**src/hdl/sha1s_pkg.sv**
```systemverilog
// Shared types and constants for the SHA-1 stream hasher.
// Used by the front end, the word queue, the round core and the top level.
package sha1s_pkg;

   localparam int WORD_W      = 32;
   localparam int COUNT_W     = 61;
   localparam int ROUND_W     = 7;
   localparam int SCHED_WORDS = 16;
   localparam int ROUNDS      = 80;

   localparam logic [WORD_W-1:0] H0_INIT = 32'h67452301;
   localparam logic [WORD_W-1:0] H1_INIT = 32'hefcdab89;
   localparam logic [WORD_W-1:0] H2_INIT = 32'h98badcfe;
   localparam logic [WORD_W-1:0] H3_INIT = 32'h10325476;
   localparam logic [WORD_W-1:0] H4_INIT = 32'hc3d2e1f0;

   localparam logic [WORD_W-1:0] K_CH  = 32'h5a827999;
   localparam logic [WORD_W-1:0] K_P1  = 32'h6ed9eba1;
   localparam logic [WORD_W-1:0] K_MAJ = 32'h8f1bbcdc;
   localparam logic [WORD_W-1:0] K_P2  = 32'hca62c1d6;

   localparam logic [7:0] PAD_BYTE = 8'h80;

   // One big-endian message word on its way to the core; is_final marks
   // the last word of the last block of a message.
   typedef struct packed {
      logic              is_final;
      logic [WORD_W-1:0] word;
   } word_entry_type;

endpackage

```
**src/hdl/sha1s_front.sv**
```systemverilog
// Front end: accepts byte items, packs them into words, appends padding and length.
// Depends on sha1s_pkg; feeds sha1s_queue.
module sha1s_front (
   input  logic                    clock,
   input  logic                    reset,
   input  logic                    req_valid,
   output logic                    req_stall,
   input  logic [7:0]              req_data_byte,
   input  logic                    req_has_byte,
   input  logic                    req_last,
   input  logic                    q_full,
   output logic                    q_push,
   output sha1s_pkg::word_entry_type q_push_entry
);
   import sha1s_pkg::*;

   typedef enum logic [4:0] {
      ST_ACCEPT   = 5'b00001,
      ST_PAD_HEAD = 5'b00010,
      ST_PAD_ZERO = 5'b00100,
      ST_LEN_HI   = 5'b01000,
      ST_LEN_LO   = 5'b10000
   } front_state_type;

   localparam logic [3:0] LEN_HI_SLOT = 4'd14;
   localparam logic [3:0] LAST_ZERO_SLOT = LEN_HI_SLOT - 4'd1;

   front_state_type    state_ff, state_in;
   logic [COUNT_W-1:0] count_ff, count_in;
   logic [23:0]        acc_ff, acc_in;
   logic [3:0]         pad_idx_ff, pad_idx_in;
   logic               accept;

   assign req_stall = (state_ff != ST_ACCEPT) || q_full;
   assign accept    = req_valid && !req_stall;

   always_comb begin
      state_in     = state_ff;
      count_in     = count_ff;
      acc_in       = acc_ff;
      pad_idx_in   = pad_idx_ff;
      q_push       = 1'b0;
      q_push_entry = '{is_final: 1'b0, word: '0};
      unique case (state_ff)
         ST_ACCEPT: begin
            if (accept) begin
               if (req_has_byte) begin
                  acc_in   = {acc_ff[15:0], req_data_byte};
                  count_in = count_ff + COUNT_W'(1);
                  if (count_ff[1:0] == 2'd3) begin
                     q_push            = 1'b1;
                     q_push_entry.word = {acc_ff, req_data_byte};
                  end
               end
               if (req_last) begin
                  state_in = ST_PAD_HEAD;
               end
            end
         end
         ST_PAD_HEAD: begin
            if (!q_full) begin
               q_push = 1'b1;
               case (count_ff[1:0])
                  2'd0: q_push_entry.word = {PAD_BYTE, 24'h0};
                  2'd1: q_push_entry.word = {acc_ff[7:0], PAD_BYTE, 16'h0};
                  2'd2: q_push_entry.word = {acc_ff[15:0], PAD_BYTE, 8'h0};
                  default: q_push_entry.word = {acc_ff, PAD_BYTE};
               endcase
               if (count_ff[5:2] == LAST_ZERO_SLOT) begin
                  state_in = ST_LEN_HI;
               end else begin
                  pad_idx_in = count_ff[5:2] + 4'd1;
                  state_in   = ST_PAD_ZERO;
               end
            end
         end
         ST_PAD_ZERO: begin
            if (!q_full) begin
               q_push = 1'b1;
               if (pad_idx_ff == LAST_ZERO_SLOT) begin
                  state_in = ST_LEN_HI;
               end else begin
                  pad_idx_in = pad_idx_ff + 4'd1;
               end
            end
         end
         ST_LEN_HI: begin
            if (!q_full) begin
               q_push            = 1'b1;
               q_push_entry.word = count_ff[60:29];
               state_in          = ST_LEN_LO;
            end
         end
         ST_LEN_LO: begin
            if (!q_full) begin
               q_push       = 1'b1;
               q_push_entry = '{is_final: 1'b1, word: {count_ff[28:0], 3'b000}};
               count_in     = '0;
               state_in     = ST_ACCEPT;
            end
         end
         default: begin
            state_in = ST_ACCEPT;
         end
      endcase
   end

   always_ff @(posedge clock) begin
      if (reset) begin
         state_ff <= ST_ACCEPT;
         count_ff <= '0;
      end else begin
         state_ff <= state_in;
         count_ff <= count_in;
      end
   end

   always_ff @(posedge clock) begin
      acc_ff     <= acc_in;
      pad_idx_ff <= pad_idx_in;
   end

endmodule

```
**src/hdl/sha1s_queue.sv**
```systemverilog
// Short word queue between the front end and the round core.
// Depends on sha1s_pkg for the entry type.
module sha1s_queue #(
   parameter int DEPTH = 4
) (
   input  logic                      clock,
   input  logic                      reset,
   input  logic                      push,
   input  sha1s_pkg::word_entry_type push_entry,
   output logic                      full,
   input  logic                      pop,
   output logic                      pop_valid,
   output sha1s_pkg::word_entry_type pop_entry
);
   import sha1s_pkg::*;

   localparam int PTR_W = (DEPTH > 1) ? $clog2(DEPTH) : 1;
   localparam int CNT_W = $clog2(DEPTH + 1);
   localparam logic [PTR_W-1:0] PTR_LAST = PTR_W'(DEPTH - 1);
   localparam logic [CNT_W-1:0] CNT_FULL = CNT_W'(DEPTH);

   word_entry_type   entries_ff [DEPTH];
   logic [PTR_W-1:0] wr_ptr_ff, rd_ptr_ff;
   logic [CNT_W-1:0] fill_ff;
   logic             do_push, do_pop;

   assign full      = (fill_ff == CNT_FULL);
   assign pop_valid = (fill_ff != '0);
   assign pop_entry = entries_ff[rd_ptr_ff];
   assign do_push   = push && !full;
   assign do_pop    = pop && pop_valid;

   always_ff @(posedge clock) begin
      if (reset) begin
         wr_ptr_ff <= '0;
         rd_ptr_ff <= '0;
         fill_ff   <= '0;
      end else begin
         if (do_push) begin
            wr_ptr_ff <= (wr_ptr_ff == PTR_LAST) ? '0 : wr_ptr_ff + PTR_W'(1);
         end
         if (do_pop) begin
            rd_ptr_ff <= (rd_ptr_ff == PTR_LAST) ? '0 : rd_ptr_ff + PTR_W'(1);
         end
         if (do_push && !do_pop) begin
            fill_ff <= fill_ff + CNT_W'(1);
         end else if (do_pop && !do_push) begin
            fill_ff <= fill_ff - CNT_W'(1);
         end
      end
   end

   always_ff @(posedge clock) begin
      if (do_push) begin
         entries_ff[wr_ptr_ff] <= push_entry;
      end
   end

   a_fill_bounded: assert property (@(posedge clock) disable iff (reset)
      fill_ff <= CNT_FULL)
      else $error("queue fill above depth");
   a_no_push_full: assert property (@(posedge clock) disable iff (reset)
      full |-> !push)
      else $error("word pushed into a full queue");
   a_no_pop_empty: assert property (@(posedge clock) disable iff (reset)
      !pop_valid |-> !pop)
      else $error("word popped from an empty queue");

endmodule

```
**src/hdl/sha1s_core.sv**
```systemverilog
// Round core: 80 SHA-1 rounds per block over a rolling 16-word schedule,
// chain update and digest register. Depends on sha1s_pkg; fed by sha1s_queue.
module sha1s_core (
   input  logic                      clock,
   input  logic                      reset,
   input  logic                      q_valid,
   input  sha1s_pkg::word_entry_type q_entry,
   output logic                      q_pop,
   output logic                      rsp_valid,
   input  logic                      rsp_stall,
   output logic [31:0]               rsp_digest_word_a,
   output logic [31:0]               rsp_digest_word_b,
   output logic [31:0]               rsp_digest_word_c,
   output logic [31:0]               rsp_digest_word_d,
   output logic [31:0]               rsp_digest_word_e
);
   import sha1s_pkg::*;

   localparam logic [ROUND_W-1:0] LOAD_END   = ROUND_W'(SCHED_WORDS);
   localparam logic [ROUND_W-1:0] LAST_LOAD  = ROUND_W'(SCHED_WORDS - 1);
   localparam logic [ROUND_W-1:0] FINISH     = ROUND_W'(ROUNDS);
   localparam logic [ROUND_W-1:0] PHASE1_END = ROUND_W'(20);
   localparam logic [ROUND_W-1:0] PHASE2_END = ROUND_W'(40);
   localparam logic [ROUND_W-1:0] PHASE3_END = ROUND_W'(60);

   function automatic logic [WORD_W-1:0] rotl1(input logic [WORD_W-1:0] v);
      return {v[WORD_W-2:0], v[WORD_W-1]};
   endfunction

   function automatic logic [WORD_W-1:0] rotl5(input logic [WORD_W-1:0] v);
      return {v[WORD_W-6:0], v[WORD_W-1:WORD_W-5]};
   endfunction

   function automatic logic [WORD_W-1:0] rotl30(input logic [WORD_W-1:0] v);
      return {v[1:0], v[WORD_W-1:2]};
   endfunction

   logic [ROUND_W-1:0] round_ff;
   logic [WORD_W-1:0]  work_ff   [5];
   logic [WORD_W-1:0]  chain_ff  [5];
   logic [WORD_W-1:0]  window_ff [SCHED_WORDS];
   logic               final_blk_ff;
   logic               rsp_valid_ff;
   logic [WORD_W-1:0]  digest_ff [5];

   logic [WORD_W-1:0]  init_val [5];
   logic [WORD_W-1:0]  sum_val  [5];
   logic [WORD_W-1:0]  w_sched, w_cur, f_val, k_val, t_val;
   logic               loading, rounding, finishing, rsp_free, step;

   assign init_val[0] = H0_INIT;
   assign init_val[1] = H1_INIT;
   assign init_val[2] = H2_INIT;
   assign init_val[3] = H3_INIT;
   assign init_val[4] = H4_INIT;

   assign loading   = (round_ff < LOAD_END);
   assign finishing = (round_ff == FINISH);
   assign rounding  = !finishing;
   assign rsp_free  = !rsp_valid_ff || !rsp_stall;

   // Load rounds wait for a word; the finish cycle of a final block waits
   // for the digest register.
   always_comb begin
      if (loading) begin
         step = q_valid;
      end else if (finishing) begin
         step = !final_blk_ff || rsp_free;
      end else begin
         step = 1'b1;
      end
   end

   assign q_pop = loading && q_valid;

   assign w_sched = rotl1(window_ff[13] ^ window_ff[8] ^ window_ff[2] ^ window_ff[0]);
   assign w_cur   = loading ? q_entry.word : w_sched;

   always_comb begin
      if (round_ff < PHASE1_END) begin
         f_val = (work_ff[1] & work_ff[2]) | (~work_ff[1] & work_ff[3]);
         k_val = K_CH;
      end else if (round_ff < PHASE2_END) begin
         f_val = work_ff[1] ^ work_ff[2] ^ work_ff[3];
         k_val = K_P1;
      end else if (round_ff < PHASE3_END) begin
         f_val = (work_ff[1] & work_ff[2]) | (work_ff[1] & work_ff[3])
               | (work_ff[2] & work_ff[3]);
         k_val = K_MAJ;
      end else begin
         f_val = work_ff[1] ^ work_ff[2] ^ work_ff[3];
         k_val = K_P2;
      end
   end

   assign t_val = rotl5(work_ff[0]) + f_val + work_ff[4] + k_val + w_cur;

   always_comb begin
      for (int i = 0; i < 5; i++) begin
         sum_val[i] = chain_ff[i] + work_ff[i];
      end
   end

   always_ff @(posedge clock) begin
      if (reset) begin
         round_ff     <= '0;
         final_blk_ff <= 1'b0;
         rsp_valid_ff <= 1'b0;
         for (int i = 0; i < 5; i++) begin
            chain_ff[i] <= init_val[i];
            work_ff[i]  <= init_val[i];
         end
      end else begin
         // Raise on a final block finish, else drop once the digest is taken.
         if (step && finishing && final_blk_ff) begin
            rsp_valid_ff <= 1'b1;
         end else if (rsp_valid_ff && !rsp_stall) begin
            rsp_valid_ff <= 1'b0;
         end
         if (step && rounding) begin
            work_ff[0] <= t_val;
            work_ff[1] <= work_ff[0];
            work_ff[2] <= rotl30(work_ff[1]);
            work_ff[3] <= work_ff[2];
            work_ff[4] <= work_ff[3];
            round_ff   <= round_ff + ROUND_W'(1);
            if (round_ff == LAST_LOAD) begin
               final_blk_ff <= q_entry.is_final;
            end
         end
         if (step && finishing) begin
            round_ff <= '0;
            for (int i = 0; i < 5; i++) begin
               chain_ff[i] <= final_blk_ff ? init_val[i] : sum_val[i];
               work_ff[i]  <= final_blk_ff ? init_val[i] : sum_val[i];
            end
         end
      end
   end

   always_ff @(posedge clock) begin
      if (step && rounding) begin
         for (int i = 0; i < SCHED_WORDS - 1; i++) begin
            window_ff[i] <= window_ff[i + 1];
         end
         window_ff[SCHED_WORDS - 1] <= w_cur;
      end
      if (step && finishing && final_blk_ff) begin
         for (int i = 0; i < 5; i++) begin
            digest_ff[i] <= sum_val[i];
         end
      end
   end

   assign rsp_valid         = rsp_valid_ff;
   assign rsp_digest_word_a = digest_ff[0];
   assign rsp_digest_word_b = digest_ff[1];
   assign rsp_digest_word_c = digest_ff[2];
   assign rsp_digest_word_d = digest_ff[3];
   assign rsp_digest_word_e = digest_ff[4];

   a_round_range: assert property (@(posedge clock) disable iff (reset)
      round_ff <= FINISH)
      else $error("round counter past finish");
   a_digest_source: assert property (@(posedge clock) disable iff (reset)
      $rose(rsp_valid_ff) |-> $past(finishing) && $past(final_blk_ff))
      else $error("digest raised outside a final block finish");
   a_block_start: assert property (@(posedge clock) disable iff (reset)
      (round_ff == '0) |-> (work_ff[0] == chain_ff[0]) && (work_ff[4] == chain_ff[4]))
      else $error("working state differs from chain at block start");
   a_finish_empty_load: assert property (@(posedge clock) disable iff (reset)
      !loading |-> !q_pop)
      else $error("word taken outside the load rounds");

endmodule

```
**src/hdl/sha1_stream_hasher.sv**
```systemverilog
// SHA-1 stream hasher, top level. Takes at most one message byte per item on the
// req_ channel and returns the 160-bit digest as five words on the rsp_ channel
// after the item marked last. Timing: the front end accepts one item per cycle
// while it is not padding and the word queue has room. The round core compresses
// each 64-byte block in 80 rounds plus a chain update, but each of its first 16
// rounds needs a queued word, and the queue (QUEUE_DEPTH words, four by default)
// runs only 16 bytes ahead of it, so the other 48 bytes of a block arrive one per
// cycle while the core waits. For a long message the rate is thus set by byte
// intake during the load rounds plus the later rounds and chain update, which
// intake overlaps only by the queue depth. After the last item the front end
// queues 3 to 18 padding words, one per cycle while the queue has room, stalling
// req_ meanwhile, and the core finishes one or two more blocks before the digest
// appears. The next message may start as soon as the padding has been queued. A
// digest waiting on rsp_stall holds only the finish of the next message's final
// block.
// Depends on sha1s_pkg, sha1s_front, sha1s_queue and sha1s_core.
module sha1_stream_hasher #(
   parameter int QUEUE_DEPTH = 4
) (
   input  logic        clock,
   input  logic        reset,
   input  logic        req_valid,
   output logic        req_stall,
   input  logic [7:0]  req_data_byte,
   input  logic        req_has_byte,
   input  logic        req_last,
   output logic        rsp_valid,
   input  logic        rsp_stall,
   output logic [31:0] rsp_digest_word_a,
   output logic [31:0] rsp_digest_word_b,
   output logic [31:0] rsp_digest_word_c,
   output logic [31:0] rsp_digest_word_d,
   output logic [31:0] rsp_digest_word_e
);
   import sha1s_pkg::*;

   // Front to queue: packed message words, padding and length.
   logic           push, q_full;
   word_entry_type push_entry;

   // Queue to core: one word per load round.
   logic           pop, pop_valid;
   word_entry_type pop_entry;

   // Pack bytes, pad, and append the bit length.
   sha1s_front u_front (
      .clock         (clock),
      .reset         (reset),
      .req_valid     (req_valid),
      .req_stall     (req_stall),
      .req_data_byte (req_data_byte),
      .req_has_byte  (req_has_byte),
      .req_last      (req_last),
      .q_full        (q_full),
      .q_push        (push),
      .q_push_entry  (push_entry)
   );

   // Decouple byte intake from the round loop.
   sha1s_queue #(
      .DEPTH (QUEUE_DEPTH)
   ) u_queue (
      .clock      (clock),
      .reset      (reset),
      .push       (push),
      .push_entry (push_entry),
      .full       (q_full),
      .pop        (pop),
      .pop_valid  (pop_valid),
      .pop_entry  (pop_entry)
   );

   // Compress blocks, chain the hash, hold the digest until taken.
   sha1s_core u_core (
      .clock             (clock),
      .reset             (reset),
      .q_valid           (pop_valid),
      .q_entry           (pop_entry),
      .q_pop             (pop),
      .rsp_valid         (rsp_valid),
      .rsp_stall         (rsp_stall),
      .rsp_digest_word_a (rsp_digest_word_a),
      .rsp_digest_word_b (rsp_digest_word_b),
      .rsp_digest_word_c (rsp_digest_word_c),
      .rsp_digest_word_d (rsp_digest_word_d),
      .rsp_digest_word_e (rsp_digest_word_e)
   );

endmodule

```
**config.mk**
```make
export PLATFORM = sky130hd
export DESIGN_NAME = sha1_stream_hasher
export DESIGN_NICKNAME = d
export VERILOG_FILES = /design/src/hdl/sha1s_pkg.sv /design/src/hdl/sha1s_front.sv /design/src/hdl/sha1s_queue.sv /design/src/hdl/sha1s_core.sv /design/src/hdl/sha1_stream_hasher.sv
export SDC_FILE = /design/constraint.sdc
export NUM_CORES = 2
export LEC_CHECK = 0
export BUFFER_PORTS_ARGS = -buffer_cell sky130_fd_sc_hd__clkbuf_2
export CAP_MARGIN = 20
export CORE_ASPECT_RATIO = 0.5
export CORE_MARGIN = 2
export CORE_UTILIZATION = 25
export CTS_CLUSTER_SIZE = 25
export DETAILED_ROUTE_END_ITERATION = 10
export PLACE_DENSITY = 0.48
export SYNTH_ARGS = -nofsm -noshare
export SYNTH_HDL_FRONTEND = slang
export SYNTH_HIERARCHICAL = 1
export SYNTH_SLANG_ARGS = --single-unit
```
**constraint.sdc**
```tcl
create_clock -name clock -period 41.2 [get_ports clock]
set_input_delay 6.18 -clock clock [delete_from_list [all_inputs] [get_ports clock]]
set_output_delay 6.18 -clock clock [all_outputs]
set_load 0.1 [all_outputs]
```
Word-level counts from Yosys, hierarchy flattened
Memory sizes are Yosys's and may differ from the RTL's. A register that Yosys moved wholly into a read port is not among the register bits.
Index checks and enable logic that the tools add are counted.
- add/sub/neg operators: 17
- magnitude comparators: 4
- equal/unequal tests: 26
- multiplexer cells: 82
- bitwise operators: 28
- reduce and logical (&&, ||, !) cells: 34
- operators with widths (kind ; number):
    $mux 32 ; 31
    $add 32x32->32 ; 9
    $mux 61 ; 3
    $xor 32x32->32 ; 5
    $and 32x32->32 ; 4
    $pmux 32 s4 ; 1
    $pmux 61 s2 ; 1
    $or 32x32->32 ; 3
    $pmux 32 s3 ; 1
    $add 61x1->61 const B ; 1
    $mux 5 ; 7
    $mux 33 ; 1
    $not 32->32 ; 1
    $mux 31 ; 1
    $pmux 5 s5 ; 1
    $mux 1 ; 22
    $mux 4 ; 5
    $ne 2x2->1 const B ; 8
    $or 1x1->1 ; 15
    $lt 7x5->1 const B ; 2
    $lt 7x6->1 const B ; 2
    $logic_and 1x1->1 ; 10
    $add 4x1->4 const B ; 2
    $eq 2x2->1 const B ; 4
    other kinds (32) ; 51
- register bits: 110
- RAM bits: 1124
- input port bits: 14
- output and inout port bits: 162
- logic and storage cells: 206
- memories: 5
- memory list (name ; words ; bits a word ; rd ports ; clocked after Yosys merged registers in ; write ports ; RTL line ; RTL):
    u_core.window_ff ; 16 ; 32 ; 16 ; 0 ; 16 ; sha1s_core.sv:41 ; logic [WORD_W-1:0] window_ff [SCHED_WORDS];
    u_core.chain_ff ; 5 ; 32 ; 5 ; 0 ; 5 ; sha1s_core.sv:40 ; logic [WORD_W-1:0] chain_ff [5];
    u_core.digest_ff ; 5 ; 32 ; 5 ; 0 ; 5 ; sha1s_core.sv:44 ; logic [WORD_W-1:0] digest_ff [5];
    u_core.work_ff ; 5 ; 32 ; 5 ; 0 ; 5 ; sha1s_core.sv:39 ; logic [WORD_W-1:0] work_ff [5];
    u_queue.entries_ff ; 4 ; 33 ; 1 ; 1 ; 1 ; sha1s_queue.sv:22 ; word_entry_type entries_ff [DEPTH];

Depth between registers and ports, before layout
An unclocked memory read counts as a cell.
- depth after elaboration: 13
- mapped depth: 23
- mapped depth without buffers: 21

Modules after synthesis
Netlist, hierarchy kept.
- modules (own cells, without submodules) (module ; times used ; cells each ; area each (µm²) ; seq. area each (µm²)):
    sha1s_core ; 1 ; 3402 ; 47675.7 ; 29968.7
    sha1s_queue ; 1 ; 223 ; 5251.3 ; 4144.0
    sha1s_front ; 1 ; 583 ; 5099.9 ; 2162.1

Worst setup path before layout
No wires, ideal clock.
- path type: register -> register
- start point: register u_core.round_ff[4]
- end point: memory u_core.work_ff[0][29], data pin
- setup time: 0.277 ns
- arrival: 30.285 ns
- data required time: 40.923 ns
- setup slack: 10.638 ns
- stages on the path, launching flop included: 8
- path buffers: 4
- clock period less this slack: 30.562 ns
- path through: dfxtp_1 > clkbuf_1 > a31oi_1 > nor2b_1 > buf_2 > buf_2 > clkbuf_1 > a21boi_0
- RTL lines (element ; RTL line ; RTL):
    start, declared ; sha1s_core.sv:38 ; logic [ROUND_W-1:0] round_ff;
    start signal, assigned ; sha1s_core.sv:126 ; round_ff <= round_ff + ROUND_W'(1);
    end, declared ; sha1s_core.sv:39 ;

==> impl_metrics.json <==
{
  "gr-total-overflow": 0,
  "power.density_nw_per_um2": 88.65,
  "grt_pass1_wl_um": 225500,
  "setup-tns-final_ps": 0,
  "syn2layout_area_growth_pct": 15.14,
  "port_buffers": 175,
  "drt_iter0_drc": 3548,
  "post-cts-setup-buffers": 0,
  "power_leakage_nw": 23.67,
  "worst-slew-pin-transition_ps": 1065,
  "drv_slew": 0,
  "hold_violations": 0,
  "drive_above_1_share": 0.1100,
  "rows": 124,
  "period_share": 0.2182,
  "async_flop_share": 0,
  "crit_chain": "clkbuf_2, nand3_1, nor3_1, nor2_1, or2_4, buf_4, buf_4",
  "slew_headroom": 0.2898,
  "antenna_found_initial": 5,
  "clock_latency_ps": 780,
  "final_antenna_net_count": 0,
  "synthDistinctLibCells": 105,
  "ff2ff_path_depth": 20,
  "numCtsBuffers": 130,
  "cp_slowest_stage_delay_ps": 810,
  "cpMostUsedCell": "buf_4",
  "hpwl_um": 111900,
  "first_pass_iters": 9,
  "path_clk_slew_ps": 60,
  "setup_viol": 0,
  "cts_hold_buf": 0,
  "synth_cells": 4208,
  "crit_path_end_kind": "flip-flop",
  "worstPathArrival_ps": 9370,
  "die_x_um": 685.3,
  "wire_per_inst_um": 20.50,
  "syn_area_per_cell_um2": 13.79,
  "cp-start-kind": "input port",
  "ys_ff_latch": 1236,
  "die_height_um": 344.7,
  "grt_max_degree": 93,
  "viasPerCell": 4.585,
  "drc": 0,
  "hold_depth": 0,
  "syn-cell-area_um2": 58030,
  "dieArea_um2": 236200,
  "cts_root_buffer": "clkbuf_16",
  "htree_levels": 4,
  "nets": 4754,
  "fin_util": 0.2910,
  "cp_max_fo": 57,
  "ios": 176,
  "grtUsageTotal": 0.1282,
  "max_freq_mhz": 111.2,
  "status": "complete, no violations",
  "max_cap_violations": 0,
  "initial_utilization": 0.2527,
  "grt_pass1_vias": 33912,
  "wl_um": 155900,
  "ys_warn_count": 6,
  "vias": 34871,
  "ys.flop_type": "edfxtp_1",
  "rsz0062_at_grt": "no",
  "vdd_drop_max_mv": 0.08127,
  "hp-class": "flip-flop to flip-flop",
  "clock_path_buffers": 3,
  "syn_nets": 4554,
  "worstSetupPathType": "input port to flip-flop",
  "core_um2": 229600,
  "cts_tree": "built",
  "post-route-min-period_ps": 8991,
  "cts.sinks": 1236,
  "synth_seq_area_share": 0.6251,
  "cp_data_required_time_ps": 41580,
  "gp_congestion": 0.9081,
  "slowest_stage": "buf_4",
  "ctsResizeCount": 0,
  "synth-edff-count": 1152,
  "fin_skew_ps": 63.02
}
layer usage:
layer,up-vias,track usage,part of all wire
met5,-,0,0
met3,185,0.02703,0.057
met2,934,0.2101,0.47
met4,0,0.03817,0.027
met1,17680,0.1713,0.44
li1,16072,-,-
path summary, 6_finish.rpt:
check	from	to	slack (ps)
min	u_core/window_ff[0][122]	u_core/window_ff[0][90]	380
min reg2reg	u_core/window_ff[0][122]	u_core/window_ff[0][90]	380
max reg2reg	flip-flop	u_core/work_ff[0][22]	34600
max	rsp_stall	u_core/work_ff[0][65]	32210
synthesized netlist by cell type (all sizes together) (35+ instances only):
| master | count | area share |
|---|---|---|
| o21a | 95 | 0.012 |
| a21o | 137 | 0.018 |
| o21ai | 134 | 0.012 |
| buf | 35 | 0.0036 |
| nor2 | 167 | 0.011 |
| nor3 | 39 | 0.0039 |
| xor2 | 85 | 0.013 |
| mux2i | 43 | 0.0074 |
| fa | 126 | 0.043 |
| dfxtp | 84 | 0.029 |
| edfxtp | 1152 | 0.60 |
| a21oi | 213 | 0.019 |
| nand2b | 84 | 0.0092 |
| clkbuf | 106 | 0.0069 |
| nand3 | 49 | 0.0043 |
| nand2 | 242 | 0.016 |
| ha | 206 | 0.044 |
| inv | 315 | 0.020 |
| and2 | 79 | 0.0086 |
| or3 | 47 | 0.0052 |
| nand4 | 55 | 0.0059 |
| xnor2 | 218 | 0.033 |
state kept, by name, summed over array words and instances, names as in the netlist, named ones only:
name	flops
u_core/round_ff	7
u_front/acc_ff	24
u_core/work_ff	160
u_front/pad_idx_ff	4
u_core/digest_ff	160
u_queue/rd_ptr_ff	2
u_core/final_blk_ff	1
u_front/count_ff	61
u_queue/wr_ptr_ff	2
u_core/rsp_valid	1
u_core/window_ff	512
u_queue/fill_ff	3
u_core/chain_ff	160
u_queue/entries_ff	132
u_front/state_ff	5
logic make-up (layout without fill, tap and decap cells):
logic type               after synthesis  after routing  share of synthesized area
flip-flops                          1236           1236                     0.6251
AO/OA/AOI/OAI                        922            922                     0.1115
AND/OR/NAND/NOR                      881            881                    0.07823
buffers and inverters                458            767                    0.03114
adder cells (fa/ha/maj)              332            332                    0.08789
XOR/XNOR                             303            303                    0.04586
multiplexers                          76             76                    0.02023
other                                  0              2                          0
power by group:
part / leakage [nW] / internal [W] / switching (W) / total [W]
registers: 11.2 / 0.00201 / 0.000195 / 0.00221
logic: 10.4 / 0.000921 / 0.00161 / 0.00253
clock network: 2.07 / 0.000675 / 0.000511 / 0.00119
total: 23.7 / 0.00361 / 0.00231 / 0.00592
cell usage in the layout (no fill, tap or decap), types with 20 or more instances in the layout:
cell type  count
xnor2_1      217
nor3_1        33
inv_1        313
o21ai_0      116
dfxtp_1       83
fa_1         126
clkbuf_16    133
a21oi_1      210
a21boi_0      21
edfxtp_1    1152
a31oi_1       22
mux4_2        33
clkinv_1      30
nand2_1      242
nor2b_1       26
clkbuf_2     175
xor2_1        85
mux2i_1       43
a222oi_1      23
o21bai_1      27
and3_1        24
o21a_1        95
nor2_1       166
a22o_1        28
nand4_1       55
nand2b_1      82
and2_1        76
a211oi_1      20
buf_4         32
o31ai_1       29
ha_1         206
or3_1         43
a21o_1       137
clkbuf_1      29
nand3_1       48
layout make-up:
class | instances | area, um^2
Multi-Input combinational cell | 2514 | 20000
Inverter | 317 | 1200
Clock inverter | 76 | 814.5
Fill cell | 23235 | 162800
Sequential cell | 1236 | 36280
Timing Repair Buffer | 209 | 1171
Tap cell | 3087 | 3862
Clock buffer | 165 | 3478
Antenna cell | 2 | 5.005
per-stage QoR:
step	setup WS [ps]	instance area (um^2)	hold slack, ps	std cells	total power (W)
after floorplan	10640	58030	400.3	4208	0.004519
after global placement	31430	62460	400.3	7361	0.004721
after detailed placement	31380	62460	404.5	7361	0.004761
after CTS	32100	66750	371.2	7602	0.005993
after global routing	31970	66810	384.7	7604	0.006341
final	32210	66810	376.5	7606	0.005923
worst max-delay path, delay by kind of cell:
kind / cells / cell delay (ps)
simple gates: 4 / 1360
buf+inv: 3 / 1670
No activity file was read; power rests on OpenSTA's default activity.
